<file path="config.mk">
export PLATFORM = sky130hd
export DESIGN_NAME = stepper_phase_sequencer
export DESIGN_NICKNAME = d
export VERILOG_FILES = /design/src/rtl/sps_pkg.sv /design/src/rtl/sps_queue.sv /design/src/rtl/sps_front.sv /design/src/rtl/sps_mod.sv /design/src/rtl/sps_back.sv /design/src/rtl/stepper_phase_sequencer.sv
export SDC_FILE = /design/constraint.sdc
export NUM_CORES = 1
export LEC_CHECK = 0
export BUFFER_PORTS_ARGS = -buffer_cell sky130_fd_sc_hd__buf_4
export CAP_MARGIN = 20
export CORE_ASPECT_RATIO = 0.7
export CORE_UTILIZATION = 25
export DETAILED_ROUTE_END_ITERATION = 6
export GPL_TIMING_DRIVEN = 0
export HOLD_SLACK_MARGIN = 0.02
export PLACE_DENSITY = 0.4
export SYNTH_ARGS = -nofsm -noshare
export SYNTH_HDL_FRONTEND = slang
export SYNTH_SLANG_ARGS = --single-unit
</file>
<file path="constraint.sdc">
create_clock -name clk_i -period 14.2 [get_ports clk_i]
set_input_delay 0.71 -clock clk_i [delete_from_list [all_inputs] [get_ports clk_i]]
set_output_delay 0.71 -clock clk_i [all_outputs]
set_load 0.005 [all_outputs]
</file>
<file path="src/rtl/sps_pkg.sv">
// ----------------------------------------------------------------------------
// sps_pkg
// Types, constants and coil pattern tables of the stepper phase sequencer.
// ----------------------------------------------------------------------------
package sps_pkg;

  // Request codes as they arrive on the input.
  localparam logic [2:0] REQ_TICK = 3'd0;
  localparam logic [2:0] REQ_FWD  = 3'd1;
  localparam logic [2:0] REQ_BACK = 3'd2;
  localparam logic [2:0] REQ_GOTO = 3'd3;
  localparam logic [2:0] REQ_STOP = 3'd4;

  // Configuration register indexes.
  localparam logic [1:0] CFG_STEP_DELAY = 2'd0;
  localparam logic [1:0] CFG_STEP_COUNT = 2'd1;
  localparam logic [1:0] CFG_STEP_MODE  = 2'd2;
  localparam logic [1:0] CFG_MOTOR_SLOT = 2'd3;

  localparam logic [23:0] STEP_DELAY_RST = 24'd1000;
  localparam logic [15:0] STEP_COUNT_RST = 16'd200;

  localparam int CMD_DEPTH = 2;
  localparam int RES_DEPTH = 2;

  // Coil patterns for the first and second nibble slot.
  localparam logic [7:0] PAT_AC [2] = '{8'hF9, 8'h9F};
  localparam logic [7:0] PAT_AD [2] = '{8'hFA, 8'hAF};
  localparam logic [7:0] PAT_BC [2] = '{8'hF5, 8'h5F};
  localparam logic [7:0] PAT_BD [2] = '{8'hF6, 8'h6F};
  localparam logic [7:0] PAT_A  [2] = '{8'hFB, 8'hBF};
  localparam logic [7:0] PAT_B  [2] = '{8'hF4, 8'h4F};
  localparam logic [7:0] PAT_C  [2] = '{8'hFD, 8'hDF};
  localparam logic [7:0] PAT_D  [2] = '{8'hF2, 8'h2F};
  localparam logic [7:0] REL_MASK [2] = '{8'h0F, 8'hF0};

  typedef enum logic [2:0] {
    OP_TICK,
    OP_LOAD,
    OP_GOTO,
    OP_STOP,
    OP_NOP
  } op_e;

  typedef struct packed {
    op_e                op;
    logic signed [24:0] amount;
    logic [15:0]        target;
  } cmd_t;

  typedef struct packed {
    logic        write_valid;
    logic [7:0]  drive_byte;
    logic [15:0] position;
    logic        is_stopped;
  } res_t;

  typedef struct packed {
    logic [23:0] step_delay;
    logic [15:0] step_count;
    logic        step_mode;
    logic        motor_slot;
  } cfg_t;

  function automatic logic [7:0] phase_pattern(logic [2:0] phase, logic mode, logic slot);
    logic [7:0] pat;
    pat = 8'hFF;
    if (!mode) begin
      unique case (phase[1:0])
        2'd0:    pat = PAT_AC[slot];
        2'd1:    pat = PAT_BC[slot];
        2'd2:    pat = PAT_BD[slot];
        default: pat = PAT_AD[slot];
      endcase
    end else begin
      unique case (phase)
        3'd0:    pat = PAT_C[slot];
        3'd1:    pat = PAT_BC[slot];
        3'd2:    pat = PAT_B[slot];
        3'd3:    pat = PAT_BD[slot];
        3'd4:    pat = PAT_D[slot];
        3'd5:    pat = PAT_AD[slot];
        3'd6:    pat = PAT_A[slot];
        default: pat = PAT_AC[slot];
      endcase
    end
    return pat;
  endfunction

endpackage

</file>
<file path="src/rtl/sps_queue.sv">
// ----------------------------------------------------------------------------
// sps_queue
// Small first-in first-out register queue with push/full and pop/empty sides.
// ----------------------------------------------------------------------------
module sps_queue #(
  parameter int  Depth = 2,
  parameter type T     = logic
) (
  input  logic clk_i,
  input  logic rst_ni,
  input  logic push_i,
  input  T     wdata_i,
  output logic full_o,
  input  logic pop_i,
  output T     rdata_o,
  output logic empty_o
);

  localparam int PtrW = (Depth > 1) ? $clog2(Depth) : 1;
  localparam int CntW = $clog2(Depth + 1);

  T              mem_q [Depth];
  logic [PtrW-1:0] wr_ptr_q, wr_ptr_d;
  logic [PtrW-1:0] rd_ptr_q, rd_ptr_d;
  logic [CntW-1:0] cnt_q, cnt_d;
  logic            wr_en, rd_en;

  assign full_o  = (cnt_q == CntW'(Depth));
  assign empty_o = (cnt_q == '0);
  assign wr_en   = push_i && !full_o;
  assign rd_en   = pop_i && !empty_o;
  assign rdata_o = mem_q[rd_ptr_q];

  always_comb begin
    wr_ptr_d = wr_ptr_q;
    rd_ptr_d = rd_ptr_q;
    cnt_d    = cnt_q;
    if (wr_en) begin
      wr_ptr_d = (wr_ptr_q == PtrW'(Depth - 1)) ? '0 : wr_ptr_q + PtrW'(1);
    end
    if (rd_en) begin
      rd_ptr_d = (rd_ptr_q == PtrW'(Depth - 1)) ? '0 : rd_ptr_q + PtrW'(1);
    end
    if (wr_en && !rd_en) begin
      cnt_d = cnt_q + CntW'(1);
    end else if (rd_en && !wr_en) begin
      cnt_d = cnt_q - CntW'(1);
    end
  end

  always_ff @(posedge clk_i or negedge rst_ni) begin
    if (!rst_ni) begin
      wr_ptr_q <= '0;
      rd_ptr_q <= '0;
      cnt_q    <= '0;
    end else begin
      wr_ptr_q <= wr_ptr_d;
      rd_ptr_q <= rd_ptr_d;
      cnt_q    <= cnt_d;
    end
  end

  always_ff @(posedge clk_i) begin
    if (wr_en) begin
      mem_q[wr_ptr_q] <= wdata_i;
    end
  end

endmodule

</file>
<file path="src/rtl/sps_front.sv">
// ----------------------------------------------------------------------------
// sps_front
// Classifies an incoming request and prepares its signed step amount.
// ----------------------------------------------------------------------------
module sps_front (
  input  logic            [2:0]  req_type_i,
  input  logic            [23:0] step_amount_i,
  input  logic            [15:0] target_position_i,
  output sps_pkg::cmd_t          cmd_o
);

  logic signed [24:0] amount_ext;

  assign amount_ext = $signed({1'b0, step_amount_i});

  always_comb begin
    cmd_o.target = target_position_i;
    cmd_o.amount = amount_ext;
    unique case (req_type_i)
      sps_pkg::REQ_TICK: cmd_o.op = sps_pkg::OP_TICK;
      sps_pkg::REQ_FWD:  cmd_o.op = sps_pkg::OP_LOAD;
      sps_pkg::REQ_BACK: begin
        cmd_o.op     = sps_pkg::OP_LOAD;
        cmd_o.amount = -amount_ext;
      end
      sps_pkg::REQ_GOTO: cmd_o.op = sps_pkg::OP_GOTO;
      sps_pkg::REQ_STOP: cmd_o.op = sps_pkg::OP_STOP;
      default:           cmd_o.op = sps_pkg::OP_NOP;
    endcase
  end

endmodule

</file>
<file path="src/rtl/sps_mod.sv">
// ----------------------------------------------------------------------------
// sps_mod
// Bit-serial remainder unit: one restoring step per cycle over 17 bits.
// ----------------------------------------------------------------------------
module sps_mod (
  input  logic        clk_i,
  input  logic        rst_ni,
  input  logic        start_i,
  input  logic [16:0] dividend_i,
  input  logic [15:0] divisor_i,
  output logic        done_o,
  output logic [15:0] rem_o
);

  localparam int DivW = 17;

  logic              busy_q;
  logic              done_q;
  logic [4:0]        cnt_q;
  logic [DivW-1:0]   num_q;
  logic [DivW-1:0]   rem_q;
  logic [DivW-1:0]   trial;
  logic [DivW-1:0]   rem_next;

  // The running remainder stays below the divisor, so 16 bits plus the new bit fit.
  assign trial    = {rem_q[DivW-2:0], num_q[DivW-1]};
  assign rem_next = (trial >= {1'b0, divisor_i}) ? trial - {1'b0, divisor_i} : trial;
  assign done_o   = done_q;
  assign rem_o    = rem_q[15:0];

  always_ff @(posedge clk_i or negedge rst_ni) begin
    if (!rst_ni) begin
      busy_q <= 1'b0;
      done_q <= 1'b0;
      cnt_q  <= '0;
    end else begin
      done_q <= 1'b0;
      if (start_i) begin
        busy_q <= 1'b1;
        cnt_q  <= 5'(DivW - 1);
      end else if (busy_q) begin
        cnt_q <= cnt_q - 5'd1;
        if (cnt_q == '0) begin
          busy_q <= 1'b0;
          done_q <= 1'b1;
        end
      end
    end
  end

  always_ff @(posedge clk_i) begin
    if (start_i) begin
      num_q <= dividend_i;
      rem_q <= '0;
    end else if (busy_q) begin
      num_q <= {num_q[DivW-2:0], 1'b0};
      rem_q <= rem_next;
    end
  end

endmodule

</file>
<file path="src/rtl/sps_back.sv">
// ----------------------------------------------------------------------------
// sps_back
// Executes queued requests against the motor state and forms one result each.
// ----------------------------------------------------------------------------
module sps_back (
  input  logic          clk_i,
  input  logic          rst_ni,
  input  sps_pkg::cfg_t cfg_i,
  input  sps_pkg::cmd_t cmd_i,
  input  logic          cmd_empty_i,
  output logic          cmd_pop_o,
  output sps_pkg::res_t res_o,
  output logic          res_push_o,
  input  logic          res_full_i
);

  typedef enum logic [1:0] {
    ST_RUN = 2'b01,
    ST_MOD = 2'b10
  } back_state_e;

  back_state_e        state_q, state_d;
  logic signed [24:0] rem_q, rem_d;
  logic [15:0]        pos_q, pos_d;
  logic [2:0]         last_q, last_d;
  logic [24:0]        el_q, el_d;
  logic [7:0]         ob_q, ob_d;
  logic               mod_have_q, mod_have_d;

  logic [24:0] inc_el;
  logic        step_ok;
  logic        rem_pos;
  logic [16:0] pos_inc;
  logic [16:0] count_ext;
  logic        fwd_oor;
  logic [15:0] fwd_pos;
  logic [15:0] bwd_pos;
  logic [15:0] step_pos;
  logic [2:0]  phase;
  logic [7:0]  rel;
  logic [7:0]  ob_step;
  logic        mod_needed;
  logic        mod_start;
  logic        mod_done;
  logic [15:0] mod_rem;
  logic        fire;

  sps_mod u_mod (
    .clk_i      (clk_i),
    .rst_ni     (rst_ni),
    .start_i    (mod_start),
    .dividend_i (pos_inc),
    .divisor_i  (cfg_i.step_count),
    .done_o     (mod_done),
    .rem_o      (mod_rem)
  );

  assign inc_el    = (el_q == '1) ? el_q : el_q + 25'd1;
  assign step_ok   = inc_el > {1'b0, cfg_i.step_delay};
  assign rem_pos   = rem_q > 25'sd0;
  assign pos_inc   = {1'b0, pos_q} + 17'd1;
  assign count_ext = {1'b0, cfg_i.step_count};
  assign rel       = sps_pkg::REL_MASK[cfg_i.motor_slot];

  // A position left beyond a reduced step count needs a true remainder.
  always_comb begin
    fwd_oor = 1'b0;
    fwd_pos = pos_inc[15:0];
    if (cfg_i.step_count == '0) begin
      fwd_pos = pos_inc[15:0];
    end else if (pos_inc == count_ext) begin
      fwd_pos = '0;
    end else if (pos_inc > count_ext) begin
      fwd_oor = 1'b1;
      fwd_pos = mod_rem;
    end
  end

  assign bwd_pos    = (pos_q == '0) ? cfg_i.step_count - 16'd1 : pos_q - 16'd1;
  assign step_pos   = rem_pos ? fwd_pos : bwd_pos;
  assign phase      = cfg_i.step_mode ? step_pos[2:0] : {1'b0, step_pos[1:0]};
  assign mod_needed = (cmd_i.op == sps_pkg::OP_TICK) && (rem_q != '0) && step_ok
                      && rem_pos && fwd_oor;

  always_comb begin
    state_d    = state_q;
    rem_d      = rem_q;
    pos_d      = pos_q;
    last_d     = last_q;
    el_d       = el_q;
    ob_d       = ob_q;
    mod_have_d = mod_have_q;
    mod_start  = 1'b0;
    fire       = 1'b0;
    ob_step    = ob_q | rel;
    res_o      = '0;

    unique case (state_q)
      ST_RUN: begin
        if (!cmd_empty_i && !res_full_i) begin
          if (mod_needed && !mod_have_q) begin
            mod_start = 1'b1;
            state_d   = ST_MOD;
          end else begin
            fire       = 1'b1;
            mod_have_d = 1'b0;
          end
        end
      end
      ST_MOD: begin
        if (mod_done) begin
          mod_have_d = 1'b1;
          state_d    = ST_RUN;
        end
      end
      default: state_d = ST_RUN;
    endcase

    if (fire) begin
      case (cmd_i.op)
        sps_pkg::OP_TICK: begin
          el_d = inc_el;
          if (rem_q == '0) begin
            ob_d              = ob_q & rel;
            res_o.write_valid = 1'b1;
          end else if (step_ok) begin
            rem_d = rem_pos ? rem_q - 25'sd1 : rem_q + 25'sd1;
            pos_d = step_pos;
            if (phase != last_q) begin
              last_d  = phase;
              ob_step = ob_step & sps_pkg::phase_pattern(phase, cfg_i.step_mode,
                                                         cfg_i.motor_slot);
              el_d    = '0;
            end
            ob_d              = ob_step;
            res_o.write_valid = 1'b1;
            res_o.drive_byte  = ob_step;
          end
        end
        sps_pkg::OP_LOAD: rem_d = cmd_i.amount;
        sps_pkg::OP_GOTO: rem_d = $signed({9'd0, cmd_i.target} - {9'd0, pos_q});
        sps_pkg::OP_STOP: begin
          ob_d              = ob_q & rel;
          rem_d             = '0;
          res_o.write_valid = 1'b1;
          res_o.drive_byte  = ob_q & rel;
        end
        default: ;
      endcase
    end

    res_o.position   = pos_d;
    res_o.is_stopped = (rem_d == '0);
  end

  assign cmd_pop_o  = fire;
  assign res_push_o = fire;

  always_ff @(posedge clk_i or negedge rst_ni) begin
    if (!rst_ni) begin
      state_q    <= ST_RUN;
      rem_q      <= '0;
      pos_q      <= '0;
      last_q     <= '0;
      el_q       <= '1;
      ob_q       <= '0;
      mod_have_q <= 1'b0;
    end else begin
      state_q    <= state_d;
      rem_q      <= rem_d;
      pos_q      <= pos_d;
      last_q     <= last_d;
      el_q       <= el_d;
      ob_q       <= ob_d;
      mod_have_q <= mod_have_d;
    end
  end

endmodule

</file>
<file path="src/rtl/stepper_phase_sequencer.sv">
// ----------------------------------------------------------------------------
// stepper_phase_sequencer
// Full and half step coil sequencer driving one nibble of an expander byte.
// ----------------------------------------------------------------------------
//
//   Channel   Handshake        Payload
//   -------   --------------   ----------------------------------------------
//   request   push_i / full_o  req_type_i, step_amount_i, target_position_i
//   result    pop_i / empty_o  write_valid_o, drive_byte_o, position_o,
//                              is_stopped_o
//   config    cfg_we_i         cfg_idx_i, cfg_wdata_i
//
// One request is taken per cycle while full_o is low; it passes the request
// queue and then the result queue before it appears on the result ports. A
// forward step from a position at or beyond the step count waits in the
// bit-serial remainder unit; every other request executes directly.
// Reset is asynchronous and clears both queues and the motor state; elapsed
// time starts saturated so the first step is never held off. A stalled
// result side fills the result queue, then the request queue, then full_o.
//
module stepper_phase_sequencer #(
  parameter int CmdDepth = sps_pkg::CMD_DEPTH,
  parameter int ResDepth = sps_pkg::RES_DEPTH
) (
  input  logic        clk_i,
  input  logic        rst_ni,
  // Request side.
  input  logic        push_i,
  output logic        full_o,
  input  logic [2:0]  req_type_i,
  input  logic [23:0] step_amount_i,
  input  logic [15:0] target_position_i,
  // Result side.
  output logic        empty_o,
  input  logic        pop_i,
  output logic        write_valid_o,
  output logic [7:0]  drive_byte_o,
  output logic [15:0] position_o,
  output logic        is_stopped_o,
  // Configuration writes.
  input  logic        cfg_we_i,
  input  logic [1:0]  cfg_idx_i,
  input  logic [23:0] cfg_wdata_i
);

  sps_pkg::cfg_t cfg_q;
  sps_pkg::cmd_t cmd_in;
  sps_pkg::cmd_t cmd_head;
  sps_pkg::res_t res_in;
  sps_pkg::res_t res_head;
  logic          cmd_empty;
  logic          cmd_pop;
  logic          res_push;
  logic          res_full;

  // The user must ensure configuration is only written while the block is idle, so
  // the back end reads these registers directly; the block itself does not enforce it.
  always_ff @(posedge clk_i or negedge rst_ni) begin
    if (!rst_ni) begin
      cfg_q.step_delay <= sps_pkg::STEP_DELAY_RST;
      cfg_q.step_count <= sps_pkg::STEP_COUNT_RST;
      cfg_q.step_mode  <= 1'b0;
      cfg_q.motor_slot <= 1'b0;
    end else if (cfg_we_i) begin
      unique case (cfg_idx_i)
        sps_pkg::CFG_STEP_DELAY: cfg_q.step_delay <= cfg_wdata_i;
        sps_pkg::CFG_STEP_COUNT: cfg_q.step_count <= cfg_wdata_i[15:0];
        sps_pkg::CFG_STEP_MODE:  cfg_q.step_mode  <= cfg_wdata_i[0];
        default:                 cfg_q.motor_slot <= cfg_wdata_i[0];
      endcase
    end
  end

  // The front end classifies each request on its way into the request queue.
  sps_front u_front (
    .req_type_i        (req_type_i),
    .step_amount_i     (step_amount_i),
    .target_position_i (target_position_i),
    .cmd_o             (cmd_in)
  );

  sps_queue #(
    .Depth (CmdDepth),
    .T     (sps_pkg::cmd_t)
  ) u_cmd_queue (
    .clk_i   (clk_i),
    .rst_ni  (rst_ni),
    .push_i  (push_i),
    .wdata_i (cmd_in),
    .full_o  (full_o),
    .pop_i   (cmd_pop),
    .rdata_o (cmd_head),
    .empty_o (cmd_empty)
  );

  // The back end owns the motor state and retires one request per transfer
  // into the result queue.
  sps_back u_back (
    .clk_i       (clk_i),
    .rst_ni      (rst_ni),
    .cfg_i       (cfg_q),
    .cmd_i       (cmd_head),
    .cmd_empty_i (cmd_empty),
    .cmd_pop_o   (cmd_pop),
    .res_o       (res_in),
    .res_push_o  (res_push),
    .res_full_i  (res_full)
  );

  sps_queue #(
    .Depth (ResDepth),
    .T     (sps_pkg::res_t)
  ) u_res_queue (
    .clk_i   (clk_i),
    .rst_ni  (rst_ni),
    .push_i  (res_push),
    .wdata_i (res_in),
    .full_o  (res_full),
    .pop_i   (pop_i),
    .rdata_o (res_head),
    .empty_o (empty_o)
  );

  assign write_valid_o = res_head.write_valid;
  assign drive_byte_o  = res_head.drive_byte;
  assign position_o    = res_head.position;
  assign is_stopped_o  = res_head.is_stopped;

endmodule

</file>
==> impl_metrics.tcl <==
set metrics [dict create \
    syn_area_per_cell_sq_um 9.980 \
    netlist_area_sq_um 19160 \
    worstPathArrival_ns 7.37 \
    cap_violations 0 \
    synth_warnings 0 \
    synth_commonest_cells "nand2_1, edfxtp_1, o21ai_0, nor2_1, ha_1" \
    ys_ff_latch 310 \
    wl_per_cell_microns 21.04 \
    grt_max_degree 90 \
    postSynthCellCount 1920 \
    tightest_slew_ns 1.104 \
    rsz0062_at_grt "no" \
    ios 102 \
    core_sq_um 75460 \
    post_dp_cell_area_sq_um 21300 \
    cp_max_fo 10 \
    start_util_pct 25.39 \
    required_ns 14.48 \
    r2r-end "u_res_queue.mem_q[1][12]$_DFFE_PP_" \
    wl_microns 64880 \
    ant_nets 0 \
    io_buffers 101 \
    fin_crit_sh_pct 49.93 \
    die_h_microns 233.6 \
    finClkSkew_ns 0.02098 \
    fin_setup_tns_ns 0 \
    final_area_sq_um 22440 \
    reg2regPathDepth 22 \
    setup_ws_ns 7.110 \
    ctsResizeCount 0 \
    synth_edf_count 157 \
    grt_overflow 0 \
    drive_above_1_share_pct 16.20 \
    yosysMostFrequentCell "nand2_1" \
    hpwlAfterDp_microns 50360 \
    drt-vias-per-instance 5.059 \
    cts.sinks 310 \
    rows 84 \
    status "finished, final reports clean" \
    areaGrowthSynthToFinish_pct 17.12 \
    syn_nets 2105 \
    finalNetCount 2250 \
    synth_cell_type_count 103 \
    peakVddDrop_mv 0.08876 \
    drt_iter0_markers 1310 \
    htreeDepth 2 \
    ctsRootBufferMaster "clkbuf_16" \
    yosys.area.top_type_share_pct 24.60 \
    p_leak_nw 8.846 \
    rr_startpoint "u_back.el_q[3]$_DFFE_PN1P_" \
    cts_tree "built" \
    fmax_mhz 141.1 \
    grt_pass1_wl_microns 97010 \
    slew_headroom_pct 25.98 \
    drc 0 \
    dr_total_vias 15600 \
    start_kind "flip-flop" \
    post_cts_buffers 0 \
    synth.yosys.seq_area_share_pct 44.40 \
    hold_path.class "input pin to asynchronous set/reset pin" \
    gp_congestion 0.8705 \
    slew_viol_final 0 \
    setup_viol 0 \
    dieArea_sq_um 77770 \
    yosys.area.top_type "edfxtp_1" \
    first_pass_iters 5 \
    finalHoldViolCount 0 \
    path_class "flip-flop to flip-flop" \
    die_x_microns 332.9 \
    end_kind "flip-flop" \
    antenna_found_initial 1 \
    grt_util_all_layers_pct 16.61 \
    pre_cts_ws_ns 7.182 \
    cts_buffers 37 \
    ys_async_sr_fraction_pct 44.19 \
    r2r_slack_ns 7.11 \
    synth-main-ff-cell "edfxtp_1" \
    hold_buffers 0 \
    clock_path_buffers 3 \
    power.density_nw_per_um2 200.8 \
    synth.area.top_cells "edfxtp_1, dfrtp_1, ha_1" \
    grt_pass1_vias 15120 \
    fin_crit_ns 7.090 \
    worstSkewPairLatency_ns 0.56 \
    clkTransAtPathRegs_ns 0.07 \
]
kinds of logic (layout without fill, tap and decap cells):
kind of cell / Yosys count / count (layout) / synth area share, %
AO/OA/AOI/OAI: 516 / 516 / 17.95
XOR/XNOR: 123 / 123 / 5.622
adder cells (fa/ha/maj): 111 / 111 / 7.366
buffers and inverters: 177 / 350 / 3.787
flip-flops: 310 / 310 / 44.40
multiplexers: 112 / 112 / 6.288
other: 0 / 1 / 0
AND/OR/NAND/NOR: 571 / 571 / 14.59
cell usage in the layout (no fill, tap or decap), types with 17 or more instances in the layout:
master     synthesis  routed
a211oi_1          31      31
a21o_1            23      23
a21oi_1          103     103
buf_4              2     102
clkbuf_1          44      52
clkbuf_16          0      39
dfrtp_1          102     102
dfstp_2           35      35
edfxtp_1         157     157
ha_1             108     108
inv_1            107     107
mux2_2            67      67
mux2i_1           45      45
nand2_1          199     199
nand3_1           43      43
nand4_1           26      26
nor2_1           130     128
nor3_1            38      38
o211ai_1          22      22
o21a_1            18      18
o21ai_0          145     145
o31ai_1           17      17
or3_1             19      19
xnor2_1           85      85
xor2_1            38      38
layout make-up:
class	instances	area [sq um]
fillers	7833	53020
multi-input cells	1433	9946
flip-flops and latches	310	8507
well taps	989	1237
clock buffers	51	1051
repair buffers	106	884.6
inverters	112	420.4
plain buffers	65	306.5
clock inverters	16	86.33
diodes	1	2.502
sequential cells by signal (all words and copies together) (netlist names), 2 cells and up:
| name | count |
|---|---|
| u_cmd_queue.mem_q | 88 |
| u_res_queue.mem_q | 52 |
| cfg_q | 42 |
| u_back.el_q | 25 |
| u_back.rem_q | 25 |
| u_back.u_mod.num_q | 17 |
| u_back.pos_q | 16 |
| u_back.u_mod.rem_q | 16 |
| u_back.ob_q | 8 |
| u_back.u_mod.cnt_q | 5 |
| u_back.last_q | 3 |
| u_back.state_q | 2 |
| u_cmd_queue.cnt_q | 2 |
| u_res_queue.cnt_q | 2 |
where the power goes:
group	internal, W	total [W]	switching, W	leakage (nW)
sequential	0.00117	0.00127	0.0000993	3.29
clock	0.000520	0.000920	0.000400	0.561
combinational	0.000908	0.00231	0.00140	4.99
total	0.00260	0.00451	0.00190	8.85
routing by layer:
metal  up-vias  share of wire, %  track usage [%]
met1      7679                52            25.23
met5         -                 0                0
met4         0               1.8            3.888
met2       459                40            23.63
met3        76               6.3            3.362
li1       7382                 -                -
metrics by stage:
step	hold WS (ns)	cells	utilization, %	total power, W
finish	0.09608	3083	29.74	0.004505
global route	0.1007	3082	29.74	0.004822
CTS	0.09053	3082	29.74	0.004548
detailed placement	0.4850	3015	28.23	0.003594
global placement	0.4616	3010	28.04	0.003558
floorplan	0.4144	1920	-	0.002819
worst max path at each step:
stage	startpoint	end	slack [ns]	cells after the start
2_1_floorplan	u_back.el_q[3]$_DFFE_PN1P_	u_res_queue.mem_q[0][0]$_DFFE_PP_	8.65	24
3_3_place_gp	u_back.el_q[0]$_DFFE_PN1P_	u_res_queue.mem_q[0][7]$_DFFE_PP_	5.83	23
3_5_place_dp	u_back.el_q[3]$_DFFE_PN1P_	u_res_queue.mem_q[1][12]$_DFFE_PP_	7.18	22
4_1_cts	u_back.el_q[3]$_DFFE_PN1P_	u_res_queue.mem_q[0][12]$_DFFE_PP_	7.13	22
5_1_grt	u_back.el_q[3]$_DFFE_PN1P_	u_res_queue.mem_q[0][12]$_DFFE_PP_	6.77	22
6_report	u_back.el_q[3]$_DFFE_PN1P_	u_res_queue.mem_q[1][12]$_DFFE_PP_	7.11	22
critical path: stages, from the launching register on:
cell,delay [ns]
dfstp_2,0.35
buf_2,0.16
and4_1,0.22
and3_1,0.19
buf_6,0.13
nand4_2,0.16
nand4_1,0.33
or2_0,0.31
clkbuf_1,0.19
nor2_2,0.23
nand2_1,0.11
nor2_1,0.22
xor2_1,0.14
ha_1,0.30
nand4_1,0.17
nor4_2,0.42
o311ai_0,0.26
and4_1,0.40
a21o_1,0.30
nor3_2,0.91
clkbuf_1,0.65
o211ai_1,0.34
o21ai_0,0.30
Note: power is estimated with default switching activity, not from simulation.
